**src/rtl/core/hbc_pkg.sv**
```systemverilog
package hbc_pkg;

  localparam int BLOCK_LEN_DEF = 512;
  localparam int NUM_DIR_DEF   = 37;

  localparam int SAMPLE_W  = 16;
  localparam int PAIR_W    = 2 * SAMPLE_W;
  localparam int CMD_W     = 1;
  localparam int DIR_W     = 7;
  localparam int TDIR_W    = 6;
  localparam int TAP_IDX_W = 9;

  // Q2.30 products back to Q1.15, round half up
  localparam int FRAC_W   = 15;
  localparam int RND_BIAS = 1 << (FRAC_W - 1);

  localparam logic signed [SAMPLE_W-1:0] SAT_MAX = 16'sh7FFF;
  localparam logic signed [SAMPLE_W-1:0] SAT_MIN = 16'sh8000;

  localparam logic [CMD_W-1:0] CMD_LOAD  = 1'b0;
  localparam logic [CMD_W-1:0] CMD_AUDIO = 1'b1;

  typedef enum logic [1:0] {
    ST_CLEAR,
    ST_IDLE,
    ST_FETCH,
    ST_CONV
  } hbc_state_e;

  typedef struct packed {
    logic busy;
    logic done;
  } hbc_eng_stat_t;

endpackage

```
**src/rtl/core/hbc_mac_engine.sv**
```systemverilog
module hbc_mac_engine #(
  parameter int BLOCK_LEN      = hbc_pkg::BLOCK_LEN_DEF,
  parameter int NUM_DIRECTIONS = hbc_pkg::NUM_DIR_DEF,
  localparam int IdxW          = $clog2(BLOCK_LEN),
  localparam int RespAddrW     = $clog2(NUM_DIRECTIONS * BLOCK_LEN),
  localparam int EntryW        = $clog2(NUM_DIRECTIONS)
) (
  input  logic                                 clk_i,
  input  logic                                 rst_ni,
  input  logic                                 start_i,
  input  logic [EntryW-1:0]                    entry_i,
  input  logic                                 swap_i,
  output logic [RespAddrW-1:0]                 resp_raddr_o,
  input  logic [hbc_pkg::PAIR_W-1:0]           resp_rdata_i,
  output logic [IdxW-1:0]                      blk_raddr_o,
  input  logic signed [hbc_pkg::SAMPLE_W-1:0]  sample_i,
  output logic                                 blk_we_o,
  output logic [IdxW-1:0]                      blk_waddr_o,
  output logic [hbc_pkg::PAIR_W-1:0]           blk_wdata_o,
  output hbc_pkg::hbc_eng_stat_t               stat_o
);
  import hbc_pkg::*;

  localparam int ProdW = 2 * SAMPLE_W;
  localparam int AccW  = ProdW + IdxW;
  localparam int AccW1 = AccW + 1;
  localparam logic [IdxW-1:0] Last = IdxW'(BLOCK_LEN - 1);

  function automatic logic [SAMPLE_W-1:0] round_sat(input logic signed [AccW-1:0] a);
    logic signed [AccW1-1:0] t;
    logic signed [AccW1-1:0] q;
    t = AccW1'(a) + AccW1'(RND_BIAS);
    q = t >>> FRAC_W;
    if (q > AccW1'(SAT_MAX)) begin
      return SAT_MAX;
    end else if (q < AccW1'(SAT_MIN)) begin
      return SAT_MIN;
    end
    return q[SAMPLE_W-1:0];
  endfunction

  // issue counters
  logic                 issue_q;
  logic [IdxW-1:0]      n_q, k_q, tap_q;
  logic [RespAddrW-1:0] base_q;
  logic                 swap_q;

  // stage 1: memory data valid
  logic            s1_vld_q, s1_first_q, s1_last_q;
  logic [IdxW-1:0] s1_row_q;
  // stage 2: products
  logic                    s2_vld_q, s2_first_q, s2_last_q;
  logic [IdxW-1:0]         s2_row_q;
  logic signed [ProdW-1:0] p_l_q, p_r_q;
  // stage 3: sums
  logic signed [AccW-1:0]  acc_l_q, acc_r_q;
  logic                    s3_done_q;
  logic [IdxW-1:0]         s3_row_q;

  logic signed [SAMPLE_W-1:0] tap_l, tap_r;
  logic [SAMPLE_W-1:0]        res_l, res_r;

  always_ff @(posedge clk_i or negedge rst_ni) begin
    if (!rst_ni) begin
      issue_q <= 1'b0;
      n_q     <= '0;
      k_q     <= '0;
      tap_q   <= '0;
    end else if (start_i) begin
      issue_q <= 1'b1;
      n_q     <= '0;
      k_q     <= '0;
      tap_q   <= '0;
    end else if (issue_q) begin
      if (k_q == Last) begin
        k_q <= '0;
        if (n_q == Last) begin
          issue_q <= 1'b0;
        end else begin
          n_q   <= n_q + 1'b1;
          tap_q <= n_q + 1'b1;
        end
      end else begin
        k_q   <= k_q + 1'b1;
        // walk the response backwards, wrap around the block
        tap_q <= (tap_q == '0) ? Last : tap_q - 1'b1;
      end
    end
  end

  always_ff @(posedge clk_i) begin
    if (start_i) begin
      base_q <= RespAddrW'(RespAddrW'(entry_i) * RespAddrW'(BLOCK_LEN));
      swap_q <= swap_i;
    end
  end

  always_ff @(posedge clk_i or negedge rst_ni) begin
    if (!rst_ni) begin
      s1_vld_q  <= 1'b0;
      s2_vld_q  <= 1'b0;
      s3_done_q <= 1'b0;
    end else begin
      s1_vld_q  <= issue_q;
      s2_vld_q  <= s1_vld_q;
      s3_done_q <= s2_vld_q & s2_last_q;
    end
  end

  assign tap_l = $signed(resp_rdata_i[SAMPLE_W-1:0]);
  assign tap_r = $signed(resp_rdata_i[PAIR_W-1:SAMPLE_W]);

  always_ff @(posedge clk_i) begin
    s1_first_q <= (k_q == '0);
    s1_last_q  <= (k_q == Last);
    s1_row_q   <= n_q;

    s2_first_q <= s1_first_q;
    s2_last_q  <= s1_last_q;
    s2_row_q   <= s1_row_q;
    p_l_q      <= sample_i * tap_l;
    p_r_q      <= sample_i * tap_r;

    if (s2_vld_q) begin
      acc_l_q <= s2_first_q ? AccW'(p_l_q) : acc_l_q + AccW'(p_l_q);
      acc_r_q <= s2_first_q ? AccW'(p_r_q) : acc_r_q + AccW'(p_r_q);
    end
    s3_row_q <= s2_row_q;
  end

  assign res_l = round_sat(acc_l_q);
  assign res_r = round_sat(acc_r_q);

  assign resp_raddr_o = base_q + RespAddrW'(tap_q);
  assign blk_raddr_o  = k_q;
  assign blk_we_o     = s3_done_q;
  assign blk_waddr_o  = s3_row_q;
  assign blk_wdata_o  = swap_q ? {res_l, res_r} : {res_r, res_l};

  assign stat_o.busy = issue_q | s1_vld_q | s2_vld_q | s3_done_q;
  assign stat_o.done = s3_done_q & (s3_row_q == Last);

  a_start_idle: assert property (@(posedge clk_i) disable iff (!rst_ni)
    start_i |-> !stat_o.busy)
    else $error("engine started while busy");

  a_done_drained: assert property (@(posedge clk_i) disable iff (!rst_ni)
    stat_o.done |-> !issue_q && !s1_vld_q && !s2_vld_q)
    else $error("block finished with products still in flight");

  a_row_order: assert property (@(posedge clk_i) disable iff (!rst_ni)
    s1_vld_q && s1_first_q && s2_vld_q |-> s2_last_q)
    else $error("new row entered before previous row closed");

endmodule

```
**config.mk**
```make
export PLATFORM = sky130hd
export DESIGN_NAME = hbc_mac_engine
export DESIGN_NICKNAME = d
export VERILOG_FILES = /design/src/rtl/core/hbc_pkg.sv /design/src/rtl/core/hbc_mac_engine.sv
export SDC_FILE = /design/constraint.sdc
export NUM_CORES = 2
export LEC_CHECK = 0
export BUFFER_PORTS_ARGS = -buffer_cell sky130_fd_sc_hd__buf_2
export CAP_MARGIN = 20
export CORE_MARGIN = 8
export CORE_UTILIZATION = 54
export CTS_BUF_LIST = sky130_fd_sc_hd__clkbuf_8 sky130_fd_sc_hd__clkbuf_16
export DETAILED_ROUTE_END_ITERATION = 7
export PLACE_DENSITY = 0.73
export SYNTH_ARGS = -nofsm -noshare
export SYNTH_HDL_FRONTEND = slang
export SYNTH_SLANG_ARGS = --single-unit
```
**constraint.sdc**
```tcl
create_clock -name clk_i -period 4.2 [get_ports clk_i]
set_clock_uncertainty 0.05 [all_clocks]
set_input_delay 0.42 -clock clk_i [delete_from_list [all_inputs] [get_ports clk_i]]
set_output_delay 0.42 -clock clk_i [all_outputs]
set_load 0.03 [all_outputs]
```
### Yosys cells after proc, flatten, opt, wreduce, memory -nomap -nowiden

Cells that the tools add are included.

| operators by class | value |
|---|---|
| $add $sub $neg | 8 |
| multipliers | 2 |
| $lt $le $gt $ge | 4 |
| equal/unequal tests | 5 |
| muxes and demuxes | 28 |
| bitwise gates (word level) | 5 |
| reductions and logical operators | 6 |

Operators with widths:

| operator | number |
|---|---|
| 9-bit two-way mux | 11 |
| 16-bit two-way mux | 6 |
| 41-bit by 16-bit adder with 42-bit output, second input constant | 2 |
| 41-bit by 32-bit adder with 41-bit output | 2 |
| 41-bit two-way mux | 2 |
| 16-bit by 16-bit multiplier with 32-bit output | 2 |
| 27-bit by 16-bit > comparator with 1-bit output, second input constant | 2 |
| 27-bit by 16-bit less-than comparator with 1-bit output, second input constant | 2 |
| 32-bit two-way mux | 1 |
| 9-bit == test, second input constant | 3 |
| 9-bit by 1-bit adder with 9-bit output, second input constant | 2 |
| 9-bit logical NOT | 2 |
| 15-bit by 9-bit adder with 15-bit output | 1 |
| 9-bit by 1-bit subtractor with 9-bit output, second input constant | 1 |
| 1-bit two-way mux | 8 |
| 2-bit nonzero test | 2 |
| 3-bit inequality test, second input constant | 1 |
| 1-bit bitwise OR | 3 |
| 3-bit AND reduction | 1 |
| 1-bit AND | 2 |
| 2-bit inequality test, second input constant | 1 |
| 2-bit AND reduction | 1 |

| storage, ports and cells | value |
|---|---|
| flip-flop bits (word level) | 215 |
| input bits | 58 |
| logic and storage cells | 78 |

### Longest topological paths before layout

| depth | value |
|---|---|
| word-level depth | 6 |
| gate-level depth with buffers | 25 |
| depth with buffers taken out | 24 |

### Least setup slack after synthesis

OpenSTA, ideal clock, no wires.

| timing path | value |
|---|---|
| path type | input-to-reg |
| from | in sample_i[15] (netlist bit) |
| to | reg p_l_q[31] |
| setup time | 0.072 ns |
| arrival | 6.227 ns |
| required time | 4.078 ns |
| setup slack | -2.149 ns |
| stages on the path | 21 |
| buffers on the path | 1 |
| cells stage by stage | clkbuf_1 -> nand2_1 -> inv_1 -> fa_1 -> fa_1 -> fa_1 -> fa_1 -> fa_1 -> inv_1 -> fa_1 -> inv_1 -> ha_1 -> a21oi_1 -> o21ai_0 -> a21o_1 -> a21o_1 -> a22o_1 -> a2111oi_0 -> o21ai_0 -> a21oi_1 -> xnor2_1 |

| between the ends | value |
|---|---|
| cells in the longest elaborated chain, start to end | 1 |

Ends and longest elaborated chain:

| element | RTL line | RTL |
|---|---|---|
| start, declared | hbc_mac_engine.sv:16 | `input logic signed [hbc_pkg::SAMPLE_W-1:0] sample_i,` |
| 16-bit by 16-bit multiplier with 32-bit output | hbc_mac_engine.sv:121 | `p_l_q <= sample_i * tap_l;` |
| end signal, assigned | hbc_mac_engine.sv:121 |  |
| end, declared | hbc_mac_engine.sv:54 | `logic signed [ProdW-1:0] p_l_q, p_r_q;` |

No other way between the ends.
A chain may end at the register's enable or synchronous reset.

### Worst setup path after layout

| timing path | value |
|---|---|
| from | in sample_i[7] (netlist bit) |
| to | reg p_r_q[30] |

| between the ends | value |
|---|---|
| cells in the longest elaborated chain, start to end | 1 |

Ends and longest elaborated chain:

| element | RTL line | RTL |
|---|---|---|
| 16-bit by 16-bit multiplier with 32-bit output | hbc_mac_engine.sv:122 | `p_r_q <= sample_i * tap_r;` |
| end signal, assigned | hbc_mac_engine.sv:122 |  |
| end, declared | hbc_mac_engine.sv:54 |  |

No other way between the ends.

==> impl_metrics.py <==
metrics = {
    "run_status": {
        "status": "finished with violations",
        "violations": "setup timing",
    },
    "cts": {
        "clk_latency_ps": 550,
        "cts-root-buf": "clkbuf_16",
        "cts_made_buffers": 24,
        "clock_path_buffers": 3,
        "htreeDepth": 1,
        "cts_tree": "done",
        "clk_pin_slew_ps": 60,
        "clkSinkCount": 215,
    },
    "global_route": {
        "grt-ovfl-total": 0,
        "grt_pass1_wl_um": 137000,
        "grt_util_all_layers": 0.247,
        "grt_pass1_vias": 27000,
        "grt_max_degree": 84,
        "grt_antenna_before_repair": 1,
    },
    "worst_setup_path": {
        "worstSetupStartpointType": "input pin",
        "path_buf_inv": 4,
        "path_class": "input pin to flip-flop",
        "worst_path_most_repeated_cell": "fa_1",
        "crit_slowest_cell": "fa_1",
        "crit_fanout": 8,
        "cp.required_ps": 4620,
        "arrival_ps": 5950,
        "cpPeakStageDelay_ps": 530,
        "cp_top_family": "adder cells",
        "cp_cell_sequence": "buf_12 -> buf_12 -> and2_4 -> fa_1 -> inv_1 -> fa_2 -> fa_1 -> fa_1 -> inv_2 -> fa_2 -> fa_1 -> ha_4 -> and3_4 -> a221o_1 -> a21o_1 -> a32oi_4 -> o2111ai_2 -> nand3_2 -> nand3_2 -> a31o_2 -> a21oi_2 -> xnor2_1",
        "worstSetupEndpointType": "flip-flop",
        "reg2reg_setup_slack_ps": 570,
    },
    "detailed_routing": {
        "wl_per_cell_um": 17.5,
        "ant_nets": 0,
        "vias_per_cell": 5.45,
        "wirelength_um": 83300,
        "drc_errors": 0,
        "vias": 26000,
        "drt_iter0_markers": 1887,
        "drtPass1Iterations": 5,
    },
    "synthesis": {
        "yosys_warnings": 0,
        "synth_async_sr_flop_share": 0.144,
        "syn_inst": 3566,
        "mappedNetlistArea_um2": 32500,
        "yosysSeqAreaShare": 0.165,
        "ys_types": 81,
        "synth_edf_count": 89,
        "synth_nets": 4402,
        "ys_ff_latch": 215,
        "synth-main-ff-cell": "dfxtp_1",
        "synth_area_per_cell_um2": 9.11,
    },
    "timing": {
        "fin_crit_sh": 1.32,
        "max_freq_ghz": 0.181,
        "hold_violations": 0,
        "tightest_slew_ps": 1040,
        "period_needed_ps": 5530,
        "setup_ws_ps": -1330,
        "hold-worst-slack_ps": 252,
        "setup_viol": 43,
        "rsz0062_at_grt": "yes",
        "slew_viol_final": 0,
        "relSlewSlack": 0.309,
    },
    "floorplan": {
        "core-area_um2": 59900,
        "die_x_um": 261,
        "num_io_pins": 126,
        "initial_core_util": 0.542,
        "die_area_um2": 68300,
        "rows": 90,
        "die_h_um": 261,
    },
    "place": {
        "place.gp.congestion": 0.923,
        "portBuffers": 125,
        "hpwl_um": 66500,
    },
    "final_layout": {
        "area_growth_pct": 21.1,
        "final_util": 0.656,
        "final_cell_mix": "592 x inv_1, 494 x fa_1, 377 x nand2_1",
        "drive_gt1_frac": 0.205,
        "layout_commonest_cell": "inv_1",
        "fin_nets": 4801,
    },
    "run": {
        "maxCapViolations": 0,
    },
    "worst_hold_path": {
        "hold_class": "input pin to flip-flop",
    },
}
==> per-stage QoR <==
| step | setup WS [ps] | cell area [µm²] | std cells | setup TNS, ps |
|---|---|---|---|---|
| floorplan | -1760 | 33100 | 3566 | -46090 |
| global placement | -2010 | 36700 | 4666 | -69190 |
| detailed placement | -2110 | 36700 | 4666 | -72940 |
| CTS | -1230 | 38700 | 4749 | -35760 |
| global route | -1480 | 39300 | 4765 | -44820 |
| finish | -1330 | 39300 | 4766 | -38310 |
==> metal layers <==
metal,vias to the layer above,GRT usage,part of all wire
met3,140,0.0417,0.076
met1,12800,0.348,0.45
li1,12200,-,-
met4,0,0.0604,0.025
met5,-,0,0
met2,798,0.396,0.45
==> cells in the mapped netlist (5+ instances only) <==
master    instances  share of area
o21a_1           19         0.0044
dfxtp_1          95          0.059
a21boi_0          8         0.0018
o32a_1           14         0.0043
a21oi_1         133          0.020
mux2i_1          12         0.0037
a31oi_1          13         0.0025
o22a_1           15         0.0040
buf_2             8         0.0012
nand3_1          53         0.0082
o21ai_1           5        0.00077
nor2b_1          10         0.0019
o31ai_1          14         0.0032
or3_1            15         0.0029
nand3b_1          6         0.0014
fa_1            526           0.32
and2_1          260          0.050
ha_1            252          0.097
o211ai_1         13         0.0030
nor3b_1           9         0.0021
and3_1           28         0.0054
dfrtp_1          31          0.024
o22ai_1           8         0.0015
nand4_1          32         0.0062
nand2b_1         29         0.0056
nor4_1            6         0.0012
a211oi_1         19         0.0044
edfxtp_1         89          0.082
o21bai_1         20         0.0046
xor2_1           72          0.019
inv_1           623          0.072
and4_1            9         0.0024
xnor2_1         100          0.027
nand2_1         392          0.045
nor2_1          168          0.019
o21ai_0         148          0.023
mux2_2            7         0.0024
a21o_1           72          0.017
nor3_1           32         0.0049
clkbuf_1        122          0.014
==> worst paths after layout <==
kind | startpoint | depth (start not counted) | end
setup / recovery | sample_i[7] | 22 | p_r_q[30]
hold / removal | sample_i[0] | 3 | p_l_q[0]
setup reg to reg | p_l_q[0] | 13 | acc_l_q[40]
hold reg to reg | s1_first_q | 0 | s2_first_q
max in group asynchronous | rst_ni | 2 | s2_vld_q
min in group asynchronous | rst_ni | 2 | tap_q[0]
==> logic make-up (layout without fill, tap and decap cells) <==
family	after synthesis	count (layout)	synth area share
other cells	0	1	0
mux	19	19	0.00613
buf+inv	759	1176	0.0885
simple gates	1067	1067	0.162
flops	215	215	0.165
compound gates	556	556	0.111
fa+ha+maj	778	778	0.421
xor+xnor	172	172	0.0464
==> layout make-up <==
| cell class | count | area, µm² |
|---|---|---|
| Fill cell | 4657 | 20600 |
| Clock buffer | 25 | 614 |
| Timing Repair Buffer | 509 | 4390 |
| Antenna cell | 1 | 2.50 |
| Clock inverter | 19 | 189 |
| Sequential cell | 215 | 5360 |
| Tap cell | 782 | 978 |
| Multi-Input combinational cell | 2592 | 25500 |
| Inverter | 623 | 2340 |
==> flip-flops by register name (all words and copies together) (netlist names) <==
signal	count
s1_row_q	9
s1_first_q	1
s2_vld_q	1
s2_row_q	9
tap_q	9
p_r_q	32
blk_raddr_o	9
blk_waddr_o	9
issue_q	1
blk_we_o	1
p_l_q	32
acc_r_q	41
n_q	9
base_q	6
acc_l_q	41
s2_first_q	1
s2_last_q	1
swap_q	1
s1_vld_q	1
s1_last_q	1
==> worst reg2reg max path, delay by kind of cell, from the launching register on <==
kind / cells / cell delay (ps)
AO/OA/AOI/OAI: 9 / 2230
adder cells (fa/ha/maj): 2 / 570
flip-flops: 1 / 340
AND/OR/NAND/NOR: 1 / 180
buffers and inverters: 1 / 50
==> what timing repair did <==
action,CTS,global route
setup endpoints to repair,76,76
gates cloned,4,2
resized for setup,223,115
hold endpoints to repair,38,0
pin swaps,121,100
hold buffers,8,0
setup buffers,33,27
Power is not shown: default switching activity piles up to over one toggle a cycle in this logic, so the estimate is an artifact.
